`config.mk`:
```
export PLATFORM = sky130hd
export DESIGN_NAME = temp_humidity_sensor_bus_master
export DESIGN_NICKNAME = d
export VERILOG_FILES = /design/src/rtl/core/thsbm_pkg.sv /design/src/rtl/core/thsbm_seq.sv /design/src/rtl/core/temp_humidity_sensor_bus_master.sv
export SDC_FILE = /design/constraint.sdc
export NUM_CORES = 1
export LEC_CHECK = 0
export ABC_AREA = 1
export BUFFER_PORTS_ARGS = -buffer_cell sky130_fd_sc_hd__buf_2
export CAP_MARGIN = 20
export CORE_ASPECT_RATIO = 0.8
export CORE_UTILIZATION = 45
export CTS_CLUSTER_DIAMETER = 100
export DETAILED_ROUTE_END_ITERATION = 6
export GPL_TIMING_DRIVEN = 0
export PLACE_DENSITY = 0.62
export REMOVE_ABC_BUFFERS = 1
export SYNTH_ARGS = -nofsm -noshare
export SYNTH_HDL_FRONTEND = slang
export SYNTH_SLANG_ARGS = --single-unit
```
`constraint.sdc`:
```
create_clock -name clk_i -period 3.7 [get_ports clk_i]
set_clock_uncertainty 0.15 [all_clocks]
set_input_delay 0.74 -clock clk_i [delete_from_list [all_inputs] [get_ports clk_i]]
set_output_delay 0.74 -clock clk_i [all_outputs]
set_load 0.005 [all_outputs]
```
`src/rtl/core/thsbm_pkg.sv`:
```
package thsbm_pkg;

  // Sequencer steps, one-hot.
  typedef enum logic [20:0] {
    StIdle  = 21'h000001,
    StCrPre = 21'h000002,
    StCrHi  = 21'h000004,
    StCrLo  = 21'h000008,
    StTs0   = 21'h000010,
    StTs1   = 21'h000020,
    StTs2   = 21'h000040,
    StTs3   = 21'h000080,
    StTs4   = 21'h000100,
    StTs5   = 21'h000200,
    StTs6   = 21'h000400,
    StWrLo  = 21'h000800,
    StWrHi  = 21'h001000,
    StWaLo  = 21'h002000,
    StWaHi  = 21'h004000,
    StPoll  = 21'h008000,
    StRdLo  = 21'h010000,
    StRdHi  = 21'h020000,
    StRaLo  = 21'h040000,
    StRaHi  = 21'h080000,
    StDone  = 21'h100000
  } step_e;

  // Configuration register indexes.
  typedef enum logic [1:0] {
    CfgPhaseTicks    = 2'd0,
    CfgReadyPollLim  = 2'd1,
    CfgReadyPollTick = 2'd2
  } cfg_idx_e;

  localparam logic [7:0]  CmdHumidity    = 8'h05;
  localparam logic [7:0]  CmdTemperature = 8'h03;
  localparam logic [3:0]  ResetPulses    = 4'd9;
  localparam logic [3:0]  BitsPerByte    = 4'd8;
  localparam logic [1:0]  LastByte       = 2'd2;
  localparam logic [1:0]  FinalResetMark = 2'd3;

  localparam logic [7:0]  PhaseTicksRst  = 8'd1;
  localparam logic [7:0]  PollLimitRst   = 8'd6;
  localparam logic [15:0] PollTicksRst   = 16'd10;

  localparam int unsigned InDataW  = 8;
  localparam int unsigned OutDataW = 56;
  localparam int unsigned CfgDataW = 16;

  typedef struct packed {
    logic [7:0]  phase_ticks;
    logic [7:0]  ready_poll_limit;
    logic [15:0] ready_poll_ticks;
  } cfg_t;

  typedef struct packed {
    logic        scl;
    logic        sda_out;
    logic        sda_oe;
    logic        busy;
    logic        done;
    logic        ack_error;
    logic        timeout_error;
    logic [15:0] humidity_raw;
    logic [15:0] temperature_raw;
    logic [7:0]  humidity_check;
    logic [7:0]  temperature_check;
  } res_t;

endpackage

```
`src/rtl/core/thsbm_seq.sv`:
```
module thsbm_seq (
  input  logic              clk_i,
  input  logic              rst_ni,
  input  logic              tick_i,
  input  logic              start_i,
  input  logic              sda_i,
  input  thsbm_pkg::cfg_t   cfg_i,
  output thsbm_pkg::res_t   res_o
);

  thsbm_pkg::step_e step_q, step_d;
  logic [3:0]  bit_cnt_q, bit_cnt_d;
  logic [1:0]  byte_cnt_q, byte_cnt_d;
  logic        meas_temp_q, meas_temp_d;
  logic [7:0]  shift_q, shift_d;
  logic [7:0]  tick_div_q, tick_div_d;
  logic [15:0] poll_timer_q, poll_timer_d;
  logic [7:0]  poll_cnt_q, poll_cnt_d;
  logic [15:0] hum_word_q, hum_word_d;
  logic [15:0] temp_word_q, temp_word_d;
  logic [7:0]  hum_sum_q, hum_sum_d;
  logic [7:0]  temp_sum_q, temp_sum_d;
  logic [1:0]  err_q, err_d;

  logic [7:0]  pt, pl;
  logic [15:0] pk;
  logic        phase_end;
  logic [3:0]  bit_inc;
  logic [1:0]  byte_inc;
  logic [7:0]  rd_shift;
  logic [15:0] timer_inc;
  logic [7:0]  cnt_inc;
  logic        poll_due;
  logic        go_rd;
  logic        scl, sdo, oe;

  // A zero in any timing register behaves as one.
  assign pt = (cfg_i.phase_ticks == 8'd0) ? 8'd1 : cfg_i.phase_ticks;
  assign pl = (cfg_i.ready_poll_limit == 8'd0) ? 8'd1 : cfg_i.ready_poll_limit;
  assign pk = (cfg_i.ready_poll_ticks == 16'd0) ? 16'd1 : cfg_i.ready_poll_ticks;

  assign phase_end = ({1'b0, tick_div_q} + 9'd1) >= {1'b0, pt};
  assign bit_inc   = bit_cnt_q + 4'd1;
  assign byte_inc  = byte_cnt_q + 2'd1;
  assign rd_shift  = {shift_q[6:0], sda_i};
  assign timer_inc = poll_timer_q + 16'd1;
  assign cnt_inc   = poll_cnt_q + 8'd1;
  assign poll_due  = (timer_inc >= pk) || (timer_inc == 16'd0);

  // Pin levels reflect the step at the start of the tick.
  always_comb begin
    scl = 1'b0;
    sdo = 1'b1;
    oe  = 1'b1;
    unique case (step_q)
      thsbm_pkg::StCrHi: scl = 1'b1;
      thsbm_pkg::StTs0: begin scl = 1'b1; sdo = 1'b1; end
      thsbm_pkg::StTs1: begin scl = 1'b1; sdo = 1'b0; end
      thsbm_pkg::StTs2: begin scl = 1'b0; sdo = 1'b0; end
      thsbm_pkg::StTs3: begin scl = 1'b1; sdo = 1'b0; end
      thsbm_pkg::StTs4: begin scl = 1'b1; sdo = 1'b1; end
      thsbm_pkg::StTs5: begin scl = 1'b0; sdo = 1'b1; end
      thsbm_pkg::StTs6: begin scl = 1'b0; sdo = 1'b0; end
      thsbm_pkg::StWrLo: sdo = shift_q[7];
      thsbm_pkg::StWrHi: begin scl = 1'b1; sdo = shift_q[7]; end
      thsbm_pkg::StWaLo, thsbm_pkg::StPoll, thsbm_pkg::StRdLo: oe = 1'b0;
      thsbm_pkg::StWaHi, thsbm_pkg::StRdHi: begin scl = 1'b1; oe = 1'b0; end
      thsbm_pkg::StRaLo: sdo = (byte_cnt_q == thsbm_pkg::LastByte);
      thsbm_pkg::StRaHi: begin scl = 1'b1; sdo = (byte_cnt_q == thsbm_pkg::LastByte); end
      default: ;
    endcase
  end

  assign res_o.scl               = scl;
  assign res_o.sda_out           = sdo;
  assign res_o.sda_oe            = oe;
  assign res_o.busy              = (step_q != thsbm_pkg::StIdle) &&
                                   (step_q != thsbm_pkg::StDone);
  assign res_o.done              = (step_q == thsbm_pkg::StDone);
  assign res_o.ack_error         = err_q[0];
  assign res_o.timeout_error     = err_q[1];
  assign res_o.humidity_raw      = hum_word_q;
  assign res_o.temperature_raw   = temp_word_q;
  assign res_o.humidity_check    = hum_sum_q;
  assign res_o.temperature_check = temp_sum_q;

  always_comb begin
    step_d       = step_q;
    bit_cnt_d    = bit_cnt_q;
    byte_cnt_d   = byte_cnt_q;
    meas_temp_d  = meas_temp_q;
    shift_d      = shift_q;
    tick_div_d   = tick_div_q;
    poll_timer_d = poll_timer_q;
    poll_cnt_d   = poll_cnt_q;
    hum_word_d   = hum_word_q;
    temp_word_d  = temp_word_q;
    hum_sum_d    = hum_sum_q;
    temp_sum_d   = temp_sum_q;
    err_d        = err_q;
    go_rd        = 1'b0;

    if (tick_i) begin
      unique case (step_q)
        thsbm_pkg::StIdle: begin
          if (start_i) begin
            err_d       = 2'b00;
            meas_temp_d = 1'b0;
            byte_cnt_d  = 2'd0;
            bit_cnt_d   = 4'd0;
            shift_d     = 8'd0;
            tick_div_d  = 8'd0;
            step_d      = thsbm_pkg::StCrPre;
          end
        end
        thsbm_pkg::StPoll: begin
          if (poll_due) begin
            poll_timer_d = 16'd0;
            if (!sda_i) begin
              go_rd = 1'b1;
            end else begin
              poll_cnt_d = cnt_inc;
              if ((cnt_inc >= pl) || (cnt_inc == 8'd0)) begin
                err_d[1] = 1'b1;
                go_rd    = 1'b1;
              end
            end
            if (go_rd) begin
              step_d     = thsbm_pkg::StRdLo;
              bit_cnt_d  = 4'd0;
              byte_cnt_d = 2'd0;
              shift_d    = 8'd0;
              tick_div_d = 8'd0;
            end
          end else begin
            poll_timer_d = timer_inc;
          end
        end
        thsbm_pkg::StCrPre, thsbm_pkg::StCrHi, thsbm_pkg::StCrLo,
        thsbm_pkg::StTs0, thsbm_pkg::StTs1, thsbm_pkg::StTs2, thsbm_pkg::StTs3,
        thsbm_pkg::StTs4, thsbm_pkg::StTs5, thsbm_pkg::StTs6,
        thsbm_pkg::StWrLo, thsbm_pkg::StWrHi, thsbm_pkg::StWaLo, thsbm_pkg::StWaHi,
        thsbm_pkg::StRdLo, thsbm_pkg::StRdHi, thsbm_pkg::StRaLo,
        thsbm_pkg::StRaHi: begin
          if (!phase_end) begin
            tick_div_d = tick_div_q + 8'd1;
          end else begin
            tick_div_d = 8'd0;
            unique case (step_q)
              thsbm_pkg::StCrPre: begin
                bit_cnt_d = 4'd0;
                step_d    = thsbm_pkg::StCrHi;
              end
              thsbm_pkg::StCrHi: step_d = thsbm_pkg::StCrLo;
              thsbm_pkg::StCrLo: begin
                if (bit_inc >= thsbm_pkg::ResetPulses) begin
                  bit_cnt_d = 4'd0;
                  step_d    = thsbm_pkg::StTs0;
                end else begin
                  bit_cnt_d = bit_inc;
                  step_d    = thsbm_pkg::StCrHi;
                end
              end
              thsbm_pkg::StTs0: step_d = thsbm_pkg::StTs1;
              thsbm_pkg::StTs1: step_d = thsbm_pkg::StTs2;
              thsbm_pkg::StTs2: step_d = thsbm_pkg::StTs3;
              thsbm_pkg::StTs3: step_d = thsbm_pkg::StTs4;
              thsbm_pkg::StTs4: step_d = thsbm_pkg::StTs5;
              thsbm_pkg::StTs5: step_d = thsbm_pkg::StTs6;
              thsbm_pkg::StTs6: begin
                // The final connection reset after an error ends here.
                if (byte_cnt_q == thsbm_pkg::FinalResetMark) begin
                  step_d = thsbm_pkg::StDone;
                end else begin
                  shift_d   = meas_temp_q ? thsbm_pkg::CmdTemperature
                                          : thsbm_pkg::CmdHumidity;
                  bit_cnt_d = 4'd0;
                  step_d    = thsbm_pkg::StWrLo;
                end
              end
              thsbm_pkg::StWrLo: step_d = thsbm_pkg::StWrHi;
              thsbm_pkg::StWrHi: begin
                shift_d = {shift_q[6:0], 1'b0};
                if (bit_inc >= thsbm_pkg::BitsPerByte) begin
                  bit_cnt_d = 4'd0;
                  step_d    = thsbm_pkg::StWaLo;
                end else begin
                  bit_cnt_d = bit_inc;
                  step_d    = thsbm_pkg::StWrLo;
                end
              end
              thsbm_pkg::StWaLo: step_d = thsbm_pkg::StWaHi;
              thsbm_pkg::StWaHi: begin
                if (sda_i) err_d[0] = 1'b1;
                poll_timer_d = 16'd0;
                poll_cnt_d   = 8'd0;
                step_d       = thsbm_pkg::StPoll;
              end
              thsbm_pkg::StRdLo: step_d = thsbm_pkg::StRdHi;
              thsbm_pkg::StRdHi: begin
                shift_d = rd_shift;
                if (bit_inc >= thsbm_pkg::BitsPerByte) begin
                  bit_cnt_d = 4'd0;
                  if (byte_cnt_q == 2'd0) begin
                    if (meas_temp_q) temp_word_d[15:8] = rd_shift;
                    else hum_word_d[15:8] = rd_shift;
                  end else if (byte_cnt_q == 2'd1) begin
                    if (meas_temp_q) temp_word_d[7:0] = rd_shift;
                    else hum_word_d[7:0] = rd_shift;
                  end else begin
                    if (meas_temp_q) temp_sum_d = rd_shift;
                    else hum_sum_d = rd_shift;
                  end
                  step_d = thsbm_pkg::StRaLo;
                end else begin
                  bit_cnt_d = bit_inc;
                  step_d    = thsbm_pkg::StRdLo;
                end
              end
              thsbm_pkg::StRaLo: step_d = thsbm_pkg::StRaHi;
              thsbm_pkg::StRaHi: begin
                shift_d    = 8'd0;
                byte_cnt_d = byte_inc;
                if (byte_inc == 2'd3) begin
                  if (!meas_temp_q) begin
                    meas_temp_d = 1'b1;
                    byte_cnt_d  = 2'd0;
                    step_d      = thsbm_pkg::StCrPre;
                  end else if (err_q != 2'b00) begin
                    byte_cnt_d = thsbm_pkg::FinalResetMark;
                    step_d     = thsbm_pkg::StCrPre;
                  end else begin
                    step_d = thsbm_pkg::StDone;
                  end
                end else begin
                  step_d = thsbm_pkg::StRdLo;
                end
              end
              default: step_d = thsbm_pkg::StIdle;
            endcase
          end
        end
        default: begin
          // Done tick and any stray code return to idle.
          step_d      = thsbm_pkg::StIdle;
          meas_temp_d = 1'b0;
          byte_cnt_d  = 2'd0;
          bit_cnt_d   = 4'd0;
          tick_div_d  = 8'd0;
        end
      endcase
    end
  end

  always_ff @(posedge clk_i or negedge rst_ni) begin
    if (!rst_ni) begin
      step_q       <= thsbm_pkg::StIdle;
      bit_cnt_q    <= 4'd0;
      byte_cnt_q   <= 2'd0;
      meas_temp_q  <= 1'b0;
      shift_q      <= 8'd0;
      tick_div_q   <= 8'd0;
      poll_timer_q <= 16'd0;
      poll_cnt_q   <= 8'd0;
      hum_word_q   <= 16'd0;
      temp_word_q  <= 16'd0;
      hum_sum_q    <= 8'd0;
      temp_sum_q   <= 8'd0;
      err_q        <= 2'b00;
    end else begin
      step_q       <= step_d;
      bit_cnt_q    <= bit_cnt_d;
      byte_cnt_q   <= byte_cnt_d;
      meas_temp_q  <= meas_temp_d;
      shift_q      <= shift_d;
      tick_div_q   <= tick_div_d;
      poll_timer_q <= poll_timer_d;
      poll_cnt_q   <= poll_cnt_d;
      hum_word_q   <= hum_word_d;
      temp_word_q  <= temp_word_d;
      hum_sum_q    <= hum_sum_d;
      temp_sum_q   <= temp_sum_d;
      err_q        <= err_d;
    end
  end

  a_hold_without_tick: assert property (@(posedge clk_i) disable iff (!rst_ni)
    !tick_i |=> $stable(step_q) && $stable(err_q) && $stable(tick_div_q))
    else $error("sequencer state moved without a tick");

  a_done_to_idle: assert property (@(posedge clk_i) disable iff (!rst_ni)
    (tick_i && step_q == thsbm_pkg::StDone) |=> (step_q == thsbm_pkg::StIdle))
    else $error("done step did not return to idle");

  a_start_from_idle: assert property (@(posedge clk_i) disable iff (!rst_ni)
    (tick_i && start_i && step_q == thsbm_pkg::StIdle) |=>
      (step_q == thsbm_pkg::StCrPre && err_q == 2'b00 && !meas_temp_q))
    else $error("start request did not begin a clean sequence");

  a_errors_sticky: assert property (@(posedge clk_i) disable iff (!rst_ni)
    !(tick_i && step_q == thsbm_pkg::StIdle && start_i) |=>
      ((err_q & $past(err_q)) == $past(err_q)))
    else $error("error flag cleared without a new start");

endmodule

```
`src/rtl/core/temp_humidity_sensor_bus_master.sv`:
```
// Pin-level master for a two-wire temperature/humidity sensor. Every input
// request is one timing tick: tdata carries the start request (bit 0) and the
// sampled data line (bit 1). For each tick one result comes back with the
// clock and data pin levels, status flags and the latest raw humidity and
// temperature words and checksums, all as they stood at the start of that
// tick. A start while idle runs a connection reset, the start pattern,
// command 0x05 with acknowledge, ready polling and three byte reads, then the
// same for temperature with 0x03; an error adds a final connection reset.
// The block takes one tick per clock cycle: the sequencer state advances and
// the result register loads on the same edge.
// The input is ready whenever the result register is empty or its result is
// taken in the same cycle, so ticks flow back to back while the output side
// keeps up and the input stalls while a result waits downstream. The user
// writes the timing registers (phase ticks, ready poll limit, ready poll
// interval) via cfg only while no sequence runs; block does not enforce it.
module temp_humidity_sensor_bus_master (
  input  logic        clk_i,
  input  logic        rst_ni,
  input  logic        s_axis_tvalid,
  output logic        s_axis_tready,
  // [0] start_req, [1] sda_in, [7:2] zero
  input  logic [7:0]  s_axis_tdata,
  output logic        m_axis_tvalid,
  input  logic        m_axis_tready,
  // [0] scl, [1] sda_out, [2] sda_oe, [3] busy_res, [4] done_res,
  // [5] ack_error, [6] timeout_error, [22:7] humidity_raw,
  // [38:23] temperature_raw, [46:39] humidity_check,
  // [54:47] temperature_check, [55] zero
  output logic [55:0] m_axis_tdata,
  input  logic        cfg_we_i,
  input  logic [1:0]  cfg_index_i,
  input  logic [15:0] cfg_wdata_i
);

  thsbm_pkg::cfg_t cfg_q, cfg_d;
  thsbm_pkg::res_t res;
  logic            tick;
  logic            out_valid_q, out_valid_d;
  logic [55:0]     out_data_q, out_data_d;

  always_comb begin
    cfg_d = cfg_q;
    if (cfg_we_i) begin
      unique case (cfg_index_i)
        thsbm_pkg::CfgPhaseTicks:    cfg_d.phase_ticks      = cfg_wdata_i[7:0];
        thsbm_pkg::CfgReadyPollLim:  cfg_d.ready_poll_limit = cfg_wdata_i[7:0];
        thsbm_pkg::CfgReadyPollTick: cfg_d.ready_poll_ticks = cfg_wdata_i;
        default: ;
      endcase
    end
  end

  always_ff @(posedge clk_i or negedge rst_ni) begin
    if (!rst_ni) begin
      cfg_q.phase_ticks      <= thsbm_pkg::PhaseTicksRst;
      cfg_q.ready_poll_limit <= thsbm_pkg::PollLimitRst;
      cfg_q.ready_poll_ticks <= thsbm_pkg::PollTicksRst;
    end else begin
      cfg_q <= cfg_d;
    end
  end

  assign s_axis_tready = !out_valid_q || m_axis_tready;
  assign tick          = s_axis_tvalid && s_axis_tready;

  thsbm_seq u_seq (
    .clk_i   (clk_i),
    .rst_ni  (rst_ni),
    .tick_i  (tick),
    .start_i (s_axis_tdata[0]),
    .sda_i   (s_axis_tdata[1]),
    .cfg_i   (cfg_q),
    .res_o   (res)
  );

  always_comb begin
    out_valid_d = out_valid_q;
    out_data_d  = out_data_q;
    if (tick) begin
      out_valid_d = 1'b1;
      out_data_d  = {1'b0, res.temperature_check, res.humidity_check,
                     res.temperature_raw, res.humidity_raw, res.timeout_error,
                     res.ack_error, res.done, res.busy, res.sda_oe,
                     res.sda_out, res.scl};
    end else if (m_axis_tready) begin
      out_valid_d = 1'b0;
    end
  end

  always_ff @(posedge clk_i or negedge rst_ni) begin
    if (!rst_ni) begin
      out_valid_q <= 1'b0;
    end else begin
      out_valid_q <= out_valid_d;
    end
  end

  always_ff @(posedge clk_i) begin
    out_data_q <= out_data_d;
  end

  assign m_axis_tvalid = out_valid_q;
  assign m_axis_tdata  = out_data_q;

endmodule
```
-- Word level (Yosys, flattened, before mapping)
Index checks and enable logic that the tools add are counted.
- register bits after elaboration: 206
- input bits: 31
- output and inout bits: 58
- $add $sub $neg: 6
- order comparisons: 5
- eq/ne operators: 42
- mux-type cells: 76
- bitwise gates (word level): 4
- reductions and logical operators: 45
- operators with widths (kind ; number):
    21-bit one-hot mux with 18 select lines ; 1
    21-bit two-way mux ; 8
    8-bit two-way mux ; 12
    16-bit two-way mux ; 4
    21-bit one-hot mux with 3 select lines ; 1
    8-bit one-hot mux with 3 select lines ; 2
    8-bit AND reduction ; 5
    16-bit logical NOT ; 2
    16-bit one-hot mux with 2 select lines ; 1
    8-bit one-hot mux with 4 select lines ; 1
    6-bit AND reduction ; 5
    4-bit two-way mux ; 7
    8-bit logical NOT ; 3
    21-bit by 1-bit == test with 1-bit output (second input constant) ; 1
    21-bit by 10-bit == test with 1-bit output (second input constant) ; 1
    21-bit by 11-bit == test with 1-bit output (second input constant) ; 1
    21-bit by 12-bit == test with 1-bit output (second input constant) ; 1
    21-bit by 13-bit == test with 1-bit output (second input constant) ; 1
    21-bit by 14-bit == test with 1-bit output (second input constant) ; 1
    21-bit by 15-bit == test with 1-bit output (second input constant) ; 1
    21-bit by 16-bit == test with 1-bit output (second input constant) ; 1
    21-bit by 17-bit == test with 1-bit output (second input constant) ; 1
    21-bit by 18-bit == test with 1-bit output (second input constant) ; 1
    21-bit by 19-bit == test with 1-bit output (second input constant) ; 1
    other kinds (56) ; 115

-- Longest topological paths before layout
Gate-level depths: netlist (run 1).
- depth after elaboration: 12
- mapped depth: 22
- depth with buffers taken out: 21

-- Hierarchy
From an unflattened synthesis (run 1), not the netlist that was laid out.
- cell total of the unflattened synthesis: 1321
- area, all modules: 11247.0 sq um
- by module, submodules not included (module ; times used ; cells an instance ; area an instance (sq um)):
    thsbm_seq ; 1 ; 1115 ; 8151.6
    temp_humidity_sensor_bus_master ; 1 ; 206 ; 3095.5

-- Worst setup path after synthesis (run 1)
OpenSTA, ideal clock, no wires.
- kind: input to register
- start: in m_axis_tready
- end: reg u_seq.temp_word_q[6]
- library setup time: 74 ps
- arrival time: 3312 ps
- data required time: 3476 ps
- slack: 164 ps
- stages on the path: 10
- cells stage by stage: inv_1 -> nand2_1 -> nand2_1 -> clkinv_1 -> nand4_1 -> buf_2 -> nand3b_4 -> buf_6 -> nand2_1 -> o21ai_2
- longest elaborated chain between the ends: 3
- RTL lines (item ; line ; RTL):
    start, declared ; temp_humidity_sensor_bus_master.sv:24 ; input logic m_axis_tready,
    1-bit logical OR ; temp_humidity_sensor_bus_master.sv:63 ; assign s_axis_tready = !out_valid_q || m_axis_tready;
    via s_axis_tready ; temp_humidity_sensor_bus_master.sv:20 ; output logic s_axis_tready,
    1-bit logical AND ; temp_humidity_sensor_bus_master.sv:64 ; assign tick = s_axis_tvalid && s_axis_tready;
    8-bit AND reduction (no line) ; n/a ;
    end signal, assigned ; thsbm_seq.sv:280 ; temp_word_q <= temp_word_d;
    end, declared ; thsbm_seq.sv:20 ; logic [15:0] temp_word_q, temp_word_d;
The timed path passes the listed nets, and every way through them passes these cells.
A chain may end at the register's enable or synchronous reset.

-- Worst setup path in the final report (run 1)
- start: reg u_seq.poll_timer_q[0]
- end: reg u_seq.byte_cnt_q[1]
- longest elaborated chain between the ends: 5
- elaborated cells between the ends (all ways): 6
- classes of those cells: add/sub: 1; order compare: 1; eq/ne: 1; reduce/logical: 3
- RTL lines (item ; line ; RTL):
    start, declared ; thsbm_seq.sv:17 ; logic [15:0] poll_timer_q, poll_timer_d;
    start signal, assigned ; thsbm_seq.sv:277 ; poll_timer_q <= poll_timer_d;
    16-bit by 1-bit adder with 16-bit output (*) ; thsbm_seq.sv:46 ; assign timer_inc = poll_timer_q + 16'd1;
    16-bit greater-or-equal comparator or 16-bit logical NOT (tied branches) ; thsbm_seq.sv:48 ; assign poll_due = (timer_inc >= pk) || (timer_inc == 16'd0);
    1-bit logical OR (*) ; thsbm_seq.sv:48 ;
    2-bit by 1-bit inequality test with 1-bit output (no line) (*) ; n/a ;
    6-bit AND reduction (no line) (*) ; n/a ;
    end signal, assigned ; thsbm_seq.sv:273 ; byte_cnt_q <= byte_cnt_d;
    end, declared ; thsbm_seq.sv:13 ; logic [1:0] byte_cnt_q, byte_cnt_d;
Mark *: on every way between the ends. The rest lies on a longest branch, timed or not.

==> flow_metrics.py, run 1 <==
metrics = {
    "logic_synthesis": {
        "synthCells": 1228,
        "synth_top_area_share": 0.3439,
        "syn_area_per_cell_um2": 8.591,
        "synth_edf_count": 55,
        "yosysMostFrequentCell": "nand2_1",
        "synth_common_cells": "nand2_1, inv_1, dfrtp_1",
        "synth-seq-cells": 206,
        "async_flop_share": 0.7330,
        "synth_cell_types": 51,
        "synthFlopType": "dfrtp_1",
        "synth_warnings": 0,
        "seq_area_frac_synth": 0.5154,
        "yosys.area.top_type": "dfrtp_1",
        "syn_area_um2": 10550,
        "synth_area_leaders": "dfrtp_1, edfxtp_1, nand2_1",
    },
    "detailed_routing": {
        "wl_per_cell_um": 13.90,
        "route.detailed.drc": 0,
        "drt_iter0_drc": 712,
        "num_vias": 8171,
        "antenna_left": 0,
        "routed_via_density": 4.970,
        "drt_pre_antenna_iters": 5,
        "wirelength_um": 22850,
    },
    "run_status": {
        "status": "finished clean",
    },
    "finish": {
        "area_growth_pct": 15.30,
        "drive_gt1_frac": 0.1584,
        "layout.cells.non_filler": 1644,
        "utilization": 0.5348,
        "antennaDiodeCount": 0,
        "finalNetCount": 1396,
    },
    "clock_network": {
        "cts-root-buf": "clkbuf_16",
        "cts.sinks": 206,
        "h-tree-depth": 1,
        "insertion_delay_ps": 500,
        "hold_buffers": 0,
        "path_clk_slew_ps": 70,
        "cts_tree": "yes",
        "cts.path.max_buffers": 3,
        "cts_made_buffers": 23,
    },
    "global_routing": {
        "grtUsageTotal": 0.1959,
        "grt_pass1_vias": 7552,
        "antenna_found_initial": 0,
        "overflow": 0,
        "grt_max_degree": 84,
        "grt_pass1_wl_um": 38590,
    },
    "floorplanning": {
        "dieWidth_um": 173.2,
        "coreArea_um2": 22750,
        "dieArea_um2": 24060,
        "rows": 49,
        "pin_count": 89,
        "die_y_um": 139.0,
        "start_util": 0.4638,
    },
    "critical_path": {
        "slowest_stage": "dfrtp_1",
        "critPathTopFamily": "simple AND/OR/NAND/NOR gates",
        "timing.critical_path.buf_inv": 2,
        "path_cells": "ha_1, nand3_2, nor2_4, nand2_1, o21ai_1, inv_1, ha_1, a21oi_1, o21ai_0, a21oi_1, nand2_1, nor2_2, nand3_4, nand2_2, inv_2, nand2_1, nand2_1, o21ai_1",
        "critPathMaxStageDelay_ps": 430,
        "path_max_fanout": 13,
        "required_ps": 3970,
        "timing_worst_setup_path_type": "reg -> reg",
        "worstPathArrival_ps": 3590,
        "cpMostUsedCell": "nand2_1",
        "setup.worst_path.end_class": "flop",
        "start_kind": "flop",
    },
    "timing": {
        "drv_slew": 0,
        "rsz0062_at_grt": "false",
        "fin_crit_sh": 0.8974,
        "hold_violations": 0,
        "finalSetupViolations": 0,
        "relSlewSlack": 0.5285,
        "finalCriticalPeriod_ps": 3321,
        "tightest_slew_ps": 704.9,
        "setup_ws_ps": 379.5,
        "fmax_mhz": 301.2,
    },
    "placement": {
        "dp.cells": 1595,
        "portBuffers": 81,
        "pre_cts_ws_ps": -62.87,
        "routabilityCongestion": 0.8685,
        "dp_hpwl_um": 15960,
    },
    "power": {
        "power_density_nw_per_um2": 499.5,
        "max-vdd-ir-drop_uv": 336.6,
        "total_power_mw": 6.076,
        "leakage_nw": 5.926,
    },
    "worst_hold_path": {
        "hold_path.class": "in -> async",
    },
    "job": {
        "maxCapViolCount": 0,
    },
}
==> flip-flops by register name, indices dropped and copies added (netlist names) <==
name                cells
u_seq.shift_q           8
u_seq.byte_cnt_q        2
u_seq.err_q             2
cfg_q                  32
u_seq.poll_timer_q     16
u_seq.bit_cnt_q         4
u_seq.poll_cnt_q        8
u_seq.tick_div_q        8
u_seq.step_q           21
u_seq.meas_temp_q       1
u_seq.temp_sum_q        8
u_seq.hum_word_q       16
m_axis_tdata           55
u_seq.hum_sum_q         8
m_axis_tvalid           1
u_seq.temp_word_q      16
==> worst reg2reg max path: stages, from the launching register on <==
cell and delay [ps]:
dfrtp_1 430, ha_1 240, nand3_2 130, nor2_4 180
nand2_1 90, o21ai_1 170, inv_1 100, ha_1 200
a21oi_1 130, o21ai_0 80, a21oi_1 140, nand2_1 80
nor2_2 210, nand3_4 190, nand2_2 220, inv_2 180
nand2_1 170, nand2_1 60, o21ai_1 80
==> cell usage in the layout, fill, tap and decap left out, types with 3 or more instances in the layout <==
cell type,instances
dfrtp_1,145
clkinv_2,5
edfxtp_1,55
xor2_1,7
nand3_2,4
nand2_4,3
inv_2,12
clkbuf_16,23
dfstp_2,6
nor4_1,3
nand4_1,29
bufinv_16,4
buf_4,5
nand3b_1,6
o21a_1,4
nand3_4,4
nor2_2,20
o21ai_1,28
inv_1,165
nor2_1,103
nand3_1,56
nand2_1,332
nor2_4,8
o211ai_1,5
buf_2,80
a21oi_1,29
nand2_2,9
o21ai_0,84
nor3_1,7
a31oi_1,3
o21ai_2,10
ha_1,43
clkbuf_1,3
==> cell families (layout without fill, tap and decap cells) <==
group / count (synthesis) / in the layout / share of synthesized area
AND/OR/NAND/NOR: 593 / 594 / 0.2563
flip-flops: 206 / 206 / 0.5154
buffers and inverters: 201 / 310 / 0.07673
AO/OA/AOI/OAI: 174 / 174 / 0.09167
adder cells (fa/ha/maj): 43 / 43 / 0.05100
XOR/XNOR: 8 / 8 / 0.006642
multiplexers: 2 / 2 / 0.001898
other: 1 / 1 / 0.0003554
==> timing repair <==
| item | in CTS | in global routing |
|---|---|---|
| setup endpoints to repair | 8 | 39 |
| gates resized for setup | 1 | 3 |
| cloned | 0 | 1 |
| pin swaps | 0 | 4 |
| setup buffers | 0 | 6 |
==> final cells by class <==
class | instances | area (µm²)
timing repair buffer | 90 | 535.5
sequential | 206 | 5438
multi-input combinational | 822 | 4334
fill | 2073 | 10580
tap | 306 | 382.9
inverter | 179 | 675.6
clock inverter | 13 | 183.9
clock buffer | 28 | 614.3
==> metrics by stage <==
step           hold slack [ps]  cell area [µm²]  TNS, ps
2_1_floorplan            268.6            10420        0
3_3_place_gp             275.0            11200  -201400
3_5_place_dp             280.5            11260   -377.9
4_1_cts                  50.10            12070        0
5_1_grt                  59.83            12160        0
6_report                 22.05            12160        0
==> layer usage <==
metal | share of wire | global-route usage
met2 | 0.43 | 0.2990
met4 | 0.020 | 0.04145
met5 | 0 | 0
met3 | 0.048 | 0.02686
met1 | 0.51 | 0.2967
==> path summary, 6_finish.rpt <==
check                                                  start                                to  slack (ps)  cells past startpoint
min in group clk_i          u_seq.temp_word_q[5]$_DFFE_PN0P_        m_axis_tdata[28]$_DFFE_PP_         290                      0
max in group asynchronous                             rst_ni  u_seq.hum_word_q[13]$_DFFE_PN0P_        2580                      2
setup reg to reg           u_seq.poll_timer_q[0]$_DFFE_PN0P_   u_seq.byte_cnt_q[1]$_DFFE_PN0P_         380                     18
setup / recovery           u_seq.poll_timer_q[0]$_DFFE_PN0P_   u_seq.byte_cnt_q[1]$_DFFE_PN0P_         380                     18
hold / removal                                        rst_ni       u_seq.step_q[7]$_DFFE_PN0P_          20                      1
hold reg to reg             u_seq.temp_word_q[5]$_DFFE_PN0P_        m_axis_tdata[28]$_DFFE_PP_         290                      0
==> power breakdown <==
part           total, mW  internal (mW)  switching [mW]
sequential          2.62           2.50           0.118
combinational       1.06          0.320           0.743
clock               2.39           1.47           0.928
total               6.08           4.29            1.79
Note: power is estimated with default switching activity, not from simulation.
==> run 2, diff against run 1 <==
--- a/config.mk
+++ b/config.mk
@@ -9,11 +9,11 @@
 export BUFFER_PORTS_ARGS = -buffer_cell sky130_fd_sc_hd__buf_2
 export CAP_MARGIN = 20
 export CORE_ASPECT_RATIO = 0.8
-export CORE_UTILIZATION = 45
+export CORE_UTILIZATION = 57
 export CTS_CLUSTER_DIAMETER = 100
 export DETAILED_ROUTE_END_ITERATION = 6
 export GPL_TIMING_DRIVEN = 0
-export PLACE_DENSITY = 0.62
+export PLACE_DENSITY = 0.76
 export REMOVE_ABC_BUFFERS = 1
 export SYNTH_ARGS = -nofsm -noshare
 export SYNTH_HDL_FRONTEND = slang
==> run 2 against run 1 <==
  * Clock power fell by 14%
  * Total power decreased by 5.3%
  * Largest power group unchanged
  * Critical path type unchanged
  * Maximum frequency fell by 2.9%
==> flow_metrics.py, run 2 (synthesized netlist as in run 1, its figures left out) <==
metrics = {
    "timing": {
        "relSlewSlack": 0.3180,
        "finalCriticalPeriod_ps": 3420,
        "finalSetupViolations": 0,
        "rsz0062_at_grt": "false",
        "hold_violations": 0,
        "tightest_slew_ps": 1020,
        "fmax_mhz": 292.4,
        "drv_slew": 0,
        "fin_crit_sh": 0.9244,
    },
    "placement": {
        "portBuffers": 81,
        "dp_hpwl_um": 15830,
        "routabilityCongestion": 0.9188,
        "dp.cells": 1519,
    },
    "finish": {
        "antennaDiodeCount": 0,
        "final_common_cell": "nand2_1",
        "drive_gt1_frac": 0.1544,
        "layout.cells.non_filler": 1564,
        "finalNetCount": 1393,
        "n_fill_cell": 1465,
        "area_growth_pct": 12.96,
        "final_cell_mix": "nand2_1, inv_1, dfrtp_1",
        "utilization": 0.6580,
        "largest_reg_flops": 55,
    },
    "power": {
        "p_sw_mw": 1.743,
        "power_frac_comb": 0.185,
        "seqPwrFrac": 0.457,
        "leakage_nw": 5.855,
        "intPower_mw": 4.010,
        "switching_share": 0.3029,
        "max-vdd-ir-drop_uv": 428.9,
        "p_clk_frac": 0.358,
        "power_density_nw_per_um2": 482.7,
    },
    "clock_network": {
        "h-tree-depth": 1,
        "insertion_delay_ps": 500,
        "cts_tree": "yes",
        "path_clk_slew_ps": 60,
        "cts.path.max_buffers": 3,
        "cts.sinks": 206,
        "cts-root-buf": "clkbuf_16",
        "cts_made_buffers": 21,
    },
    "critical_path": {
        "slowest_stage": "dfrtp_2",
        "critPathTopFamily": "simple AND/OR/NAND/NOR gates",
        "path_max_fanout": 18,
        "r2r_cells": 17,
        "start_kind": "flop",
        "timing_worst_setup_path_type": "reg -> reg",
        "worstPathArrival_ps": 3640,
        "critPathMaxStageDelay_ps": 420,
        "timing.critical_path.buf_inv": 2,
        "required_ps": 3920,
        "path_cells": "ha_1, nand3_2, nor2_4, nand2_1, o21ai_1, inv_1, ha_1, a21oi_1, o21ai_0, a21oi_1, nand2_1, nor2_2, nand3_4, nand3_4, inv_4, o21ai_0, o21ai_1",
        "setup.worst_path.end_class": "flop",
        "path_depth": 17,
    },
    "global_routing": {
        "grt_max_degree": 99,
        "overflow": 0,
        "antenna_found_initial": 0,
        "grt_pass1_wl_um": 37180,
        "grtUsageTotal": 0.2427,
        "grt_pass1_vias": 7746,
    },
    "floorplanning": {
        "rows": 44,
        "start_util": 0.5825,
        "dieArea_um2": 19060,
        "pin_count": 89,
        "coreArea_um2": 18110,
        "die_y_um": 123.7,
        "dieWidth_um": 154.1,
    },
    "job": {
        "maxCapViolCount": 0,
    },
    "detailed_routing": {
        "drt_pre_antenna_iters": 6,
        "wirelength_um": 22790,
        "num_vias": 8446,
        "wl_per_cell_um": 14.57,
        "route.detailed.drc": 0,
        "drt_iter0_drc": 794,
        "antenna_left": 0,
        "routed_via_density": 5.400,
    },
    "run_status": {
        "status": "finished clean",
    },
    "worst_hold_path": {
        "hold_path.class": "in -> async",
    },
}
-- run 2: per-layer routing --
layer / part of all wire / global-route usage / up-vias / wire (µm)
met4: 0.014 / 0.05250 / 0 / 325
li1: - / - / 4169 / -
met3: 0.061 / 0.03027 / 25 / 1388
met5: 0 / 0 / - / 0
met2: 0.46 / 0.3991 / 265 / 10400
met1: 0.47 / 0.3482 / 3987 / 10670
-- run 2: worst reg2reg max path, stage by stage (launching register included) --
cell     delay, ps
dfrtp_2        420
ha_1           230
nand3_2        140
nor2_4         190
nand2_1        100
o21ai_1        180
inv_1          100
ha_1           200
a21oi_1        160
o21ai_0        110
a21oi_1        150
nand2_1         80
nor2_2         220
nand3_4        200
nand3_4        260
inv_4          150
o21ai_0        150
o21ai_1        120
-- run 2: power groups by stage --
| stage | Combinational (mW) | Clock (mW) | Sequential [mW] |
|---|---|---|---|
| 2_1_floorplan | 0.742 | 0 | 2.63 |
| 3_3_place_gp | 1.00 | 0 | 2.66 |
| 3_5_place_dp | 1.04 | 0 | 2.67 |
| 4_1_cts | 1.05 | 2.09 | 2.63 |
| 5_1_grt | 1.20 | 2.19 | 2.64 |
| 6_report | 1.07 | 2.06 | 2.63 |
-- run 2: per-stage QoR --
stage	setup WS [ps]	hold WS (ps)	setup TNS (ps)	total power, mW	instance area [µm²]
after detailed placement	0.9024	280.1	0	3.706	11160
after global routing	23.48	71.52	0	6.031	11920
after floorplan	65.20	268.6	0	3.373	10420
after CTS	41.25	56.47	0	5.764	11830
after global placement	-1015	274.5	-148880	3.665	11110
final	279.7	40.01	0	5.753	11920
-- run 2: path summary, 6_finish.rpt --
kind	startpoint	to	slack, ps
setup reg to reg	u_seq.poll_timer_q[0]$_DFFE_PN0P_	u_seq.step_q[11]$_DFFE_PN0P_	280
setup / recovery	u_seq.poll_timer_q[0]$_DFFE_PN0P_	u_seq.step_q[11]$_DFFE_PN0P_	280
hold / removal	rst_ni	u_seq.step_q[5]$_DFFE_PN0P_	40
hold reg to reg	u_seq.hum_word_q[1]$_DFFE_PN0P_	m_axis_tdata[8]$_DFFE_PP_	300
max in group asynchronous	rst_ni	cfg_q[18]$_DFFE_PN1P_	2490
min in group clk_i	u_seq.hum_word_q[1]$_DFFE_PN0P_	m_axis_tdata[8]$_DFFE_PP_	300
-- run 2: cell type report --
type | count | area, µm² | area share
repair buffers | 89 | 516.7 | 0.04336
clock buffers | 25 | 540.5 | 0.04535
inverters | 179 | 678.2 | 0.05690
clock inverters | 13 | 121.4 | 0.01018
multi-input cells | 822 | 4334 | 0.3637
well taps | 230 | 287.8 | 0.02415
flip-flops and latches | 206 | 5439 | 0.4564
-- run 2: repair_timing --
item | in CTS | in global routing
endpoints found under the hold margin | 0 | 0
cloned | 0 | 1
endpoints found under the setup margin | 5 | 53
buffers inserted | 0 | 6
resized for setup | 1 | 6
hold buffers | 0 | 0
pin swaps | 0 | 4
==> run 3, diff against run 2 <==
--- a/config.mk
+++ b/config.mk
@@ -13,7 +13,7 @@
 export CTS_CLUSTER_DIAMETER = 100
 export DETAILED_ROUTE_END_ITERATION = 6
 export GPL_TIMING_DRIVEN = 0
-export PLACE_DENSITY = 0.76
+export PLACE_DENSITY = 0.86
 export REMOVE_ABC_BUFFERS = 1
 export SYNTH_ARGS = -nofsm -noshare
 export SYNTH_HDL_FRONTEND = slang
==> run 3 against run 2 <==
  * Die area did not move
  * Register-to-register slack improved by 40 ps
  * Via count up 1.4%
  * Total power is 2.4% higher
  * Combinational power is essentially flat
  * Critical path depth grew 3
  * Sequential share of layout area decreased by 0.29 points
  * Clock power is 6% higher
  * Global-route usage increased by 0.19 points
  * Sequential power hardly changed
  * First-iteration DRC count grew 7.2%
  * Maximum frequency up 1.2%
  * Critical endpoint is now u_seq.byte_cnt_q[1]$_DFFE_PN0P_
  * Largest cell class unchanged
  * Highest routed layer unchanged
==> flow_metrics.py, run 3 (synthesized netlist as in run 1, its figures left out) <==
metrics = {
    "global_routing": {
        "grtUsageTotal": 0.2445,
        "overflow": 0,
        "grt_pass1_vias": 7964,
        "grt_max_degree": 101,
        "antenna_found_initial": 0,
        "grt_pass1_wl_um": 37770,
    },
    "critical_path": {
        "cp-startpoint": "u_seq.poll_timer_q[0]$_DFFE_PN0P_",
        "start_kind": "flop",
        "reg2reg_to": "u_seq.byte_cnt_q[1]$_DFFE_PN0P_",
        "setup.worst_path.end_class": "flop",
        "r2r_cells": 20,
        "reg2reg_from": "u_seq.poll_timer_q[0]$_DFFE_PN0P_",
        "critPathCapture": "u_seq.byte_cnt_q[1]$_DFFE_PN0P_",
        "required_ps": 3980,
        "worstPathArrival_ps": 3660,
        "path_max_fanout": 13,
        "r2r_setup_slack_ps": 320,
        "timing_worst_setup_path_type": "reg -> reg",
    },
    "finish": {
        "area_growth_pct": 13.65,
        "final_cell_mix": "nand2_1, inv_1, dfrtp_1",
        "finalNetCount": 1396,
        "fin_area_um2": 11990,
        "largest_reg_flops": 55,
        "antennaDiodeCount": 0,
        "utilization": 0.6620,
        "drive_gt1_frac": 0.1570,
        "final_common_cell": "nand2_1",
    },
    "detailed_routing": {
        "drt_iter0_drc": 851,
        "num_vias": 8564,
        "drt_pre_antenna_iters": 6,
        "routed_via_density": 5.462,
        "wl_per_cell_um": 14.76,
        "antenna_left": 0,
        "route.detailed.drc": 0,
        "wirelength_um": 23140,
    },
    "clock_network": {
        "insertion_delay_ps": 510,
        "path_clk_slew_ps": 60,
        "cts-root-buf": "clkbuf_16",
        "cts_made_buffers": 22,
        "cts.path.max_buffers": 3,
        "h-tree-depth": 1,
        "cts.sinks": 206,
        "cts_tree": "yes",
    },
    "power": {
        "power_density_nw_per_um2": 491.3,
        "leakage_nw": 5.895,
        "max-vdd-ir-drop_uv": 383.0,
        "total_power_mw": 5.891,
    },
    "timing": {
        "relSlewSlack": 0.3598,
        "tightest_slew_ps": 957.5,
        "rsz0062_at_grt": "false",
        "tns_ps": 0,
        "hold_violations": 0,
        "setup_ws_ps": 320.7,
        "fmax_mhz": 295.9,
        "drv_slew": 0,
        "fin_crit_sh": 0.9133,
        "finalCriticalPeriod_ps": 3379,
        "finalSetupViolations": 0,
    },
    "floorplanning": {
        "dieWidth_um": 154.1,
        "pin_count": 89,
        "die_y_um": 123.7,
        "start_util": 0.5825,
        "coreArea_um2": 18110,
        "dieArea_um2": 19060,
        "rows": 44,
    },
    "placement": {
        "dp_hpwl_um": 15760,
        "pre_cts_ws_ps": 13.20,
        "routabilityCongestion": 0.9187,
        "portBuffers": 81,
        "post_dp_cell_area_um2": 11170,
    },
    "worst_hold_path": {
        "hold_path.class": "in -> async",
    },
    "run_status": {
        "status": "finished clean",
    },
    "job": {
        "maxCapViolCount": 0,
    },
}
run 3: cell count changes in the layout (fill, tap and decap cells not counted), moves of 2 or more:
cell,previous run,this run
inv_6,2,0
clkbuf_16,21,23
clkbuf_8,0,3
buf_4,5,7
run 3: timing repair:
item                                    4_1_cts  5_1_grt
setup buffers                                 0        8
hold buffers                                  0        0
gates resized for setup                       1        2
endpoints found under the setup margin        7       23
pin swaps                                     0        4
gates cloned                                  0        1
endpoints found under the hold margin         0        0
run 3: worst min path at each step:
stage	from	endpoint	slack, ps	cells after the start
after floorplan	u_seq.temp_word_q[8]$_DFFE_PN0P_	m_axis_tdata[31]$_DFFE_PP_	270	0
after global placement	u_seq.temp_word_q[12]$_DFFE_PN0P_	m_axis_tdata[35]$_DFFE_PP_	280	0
after detailed placement	u_seq.hum_sum_q[0]$_DFFE_PN0P_	m_axis_tdata[39]$_DFFE_PP_	280	0
after CTS	rst_ni	u_seq.step_q[5]$_DFFE_PN0P_	40	1
after global routing	rst_ni	u_seq.step_q[5]$_DFFE_PN0P_	60	1
final	rst_ni	u_seq.step_q[6]$_DFFE_PN0P_	20	1
run 3: where the power goes:
group / switching (mW) / total (mW) / internal (mW)
clock network: 0.907 / 2.18 / 1.27
registers: 0.127 / 2.63 / 2.50
logic: 0.754 / 1.09 / 0.332
total: 1.79 / 5.89 / 4.10
run 3: cell type report:
cell class | count | area [µm²]
inverter | 179 | 675.6
sequential | 206 | 5438
clock inverter | 11 | 90.09
tap | 230 | 287.8
multi-input combinational | 822 | 4332
fill | 1338 | 6122
clock buffer | 29 | 628.1
timing repair buffer | 91 | 539.3
run 3: layer usage:
metal	vias up	part of all wire	global-route usage
met2	286	0.47	0.4023
met1	4042	0.45	0.3413
met4	0	0.022	0.06875
li1	4188	-	-
met5	-	0	0
met3	48	0.064	0.03584
run 3: through the flow:
stage	cells	hold slack (ps)
final	1568	19.00
after global routing	1568	62.54
after CTS	1559	38.44
after detailed placement	1519	280.3
after global placement	1517	276.1
after floorplan	1206	268.6
run 3: critical path: stages, from the launching register on:
cell and delay (ps):
dfrtp_1 420, ha_1 240, nand3_2 130, nor2_4 180, nand2_1 100, o21ai_1 170, inv_1 100, ha_1 290
nand2_1 60, nor2_1 40, nand2_1 80, inv_1 40, nand2_1 50, nand2_1 40, nor2_1 290, nand3_4 220
nand2_2 200, inv_2 160, nand2_1 160, nand2_1 70, o21ai_1 90
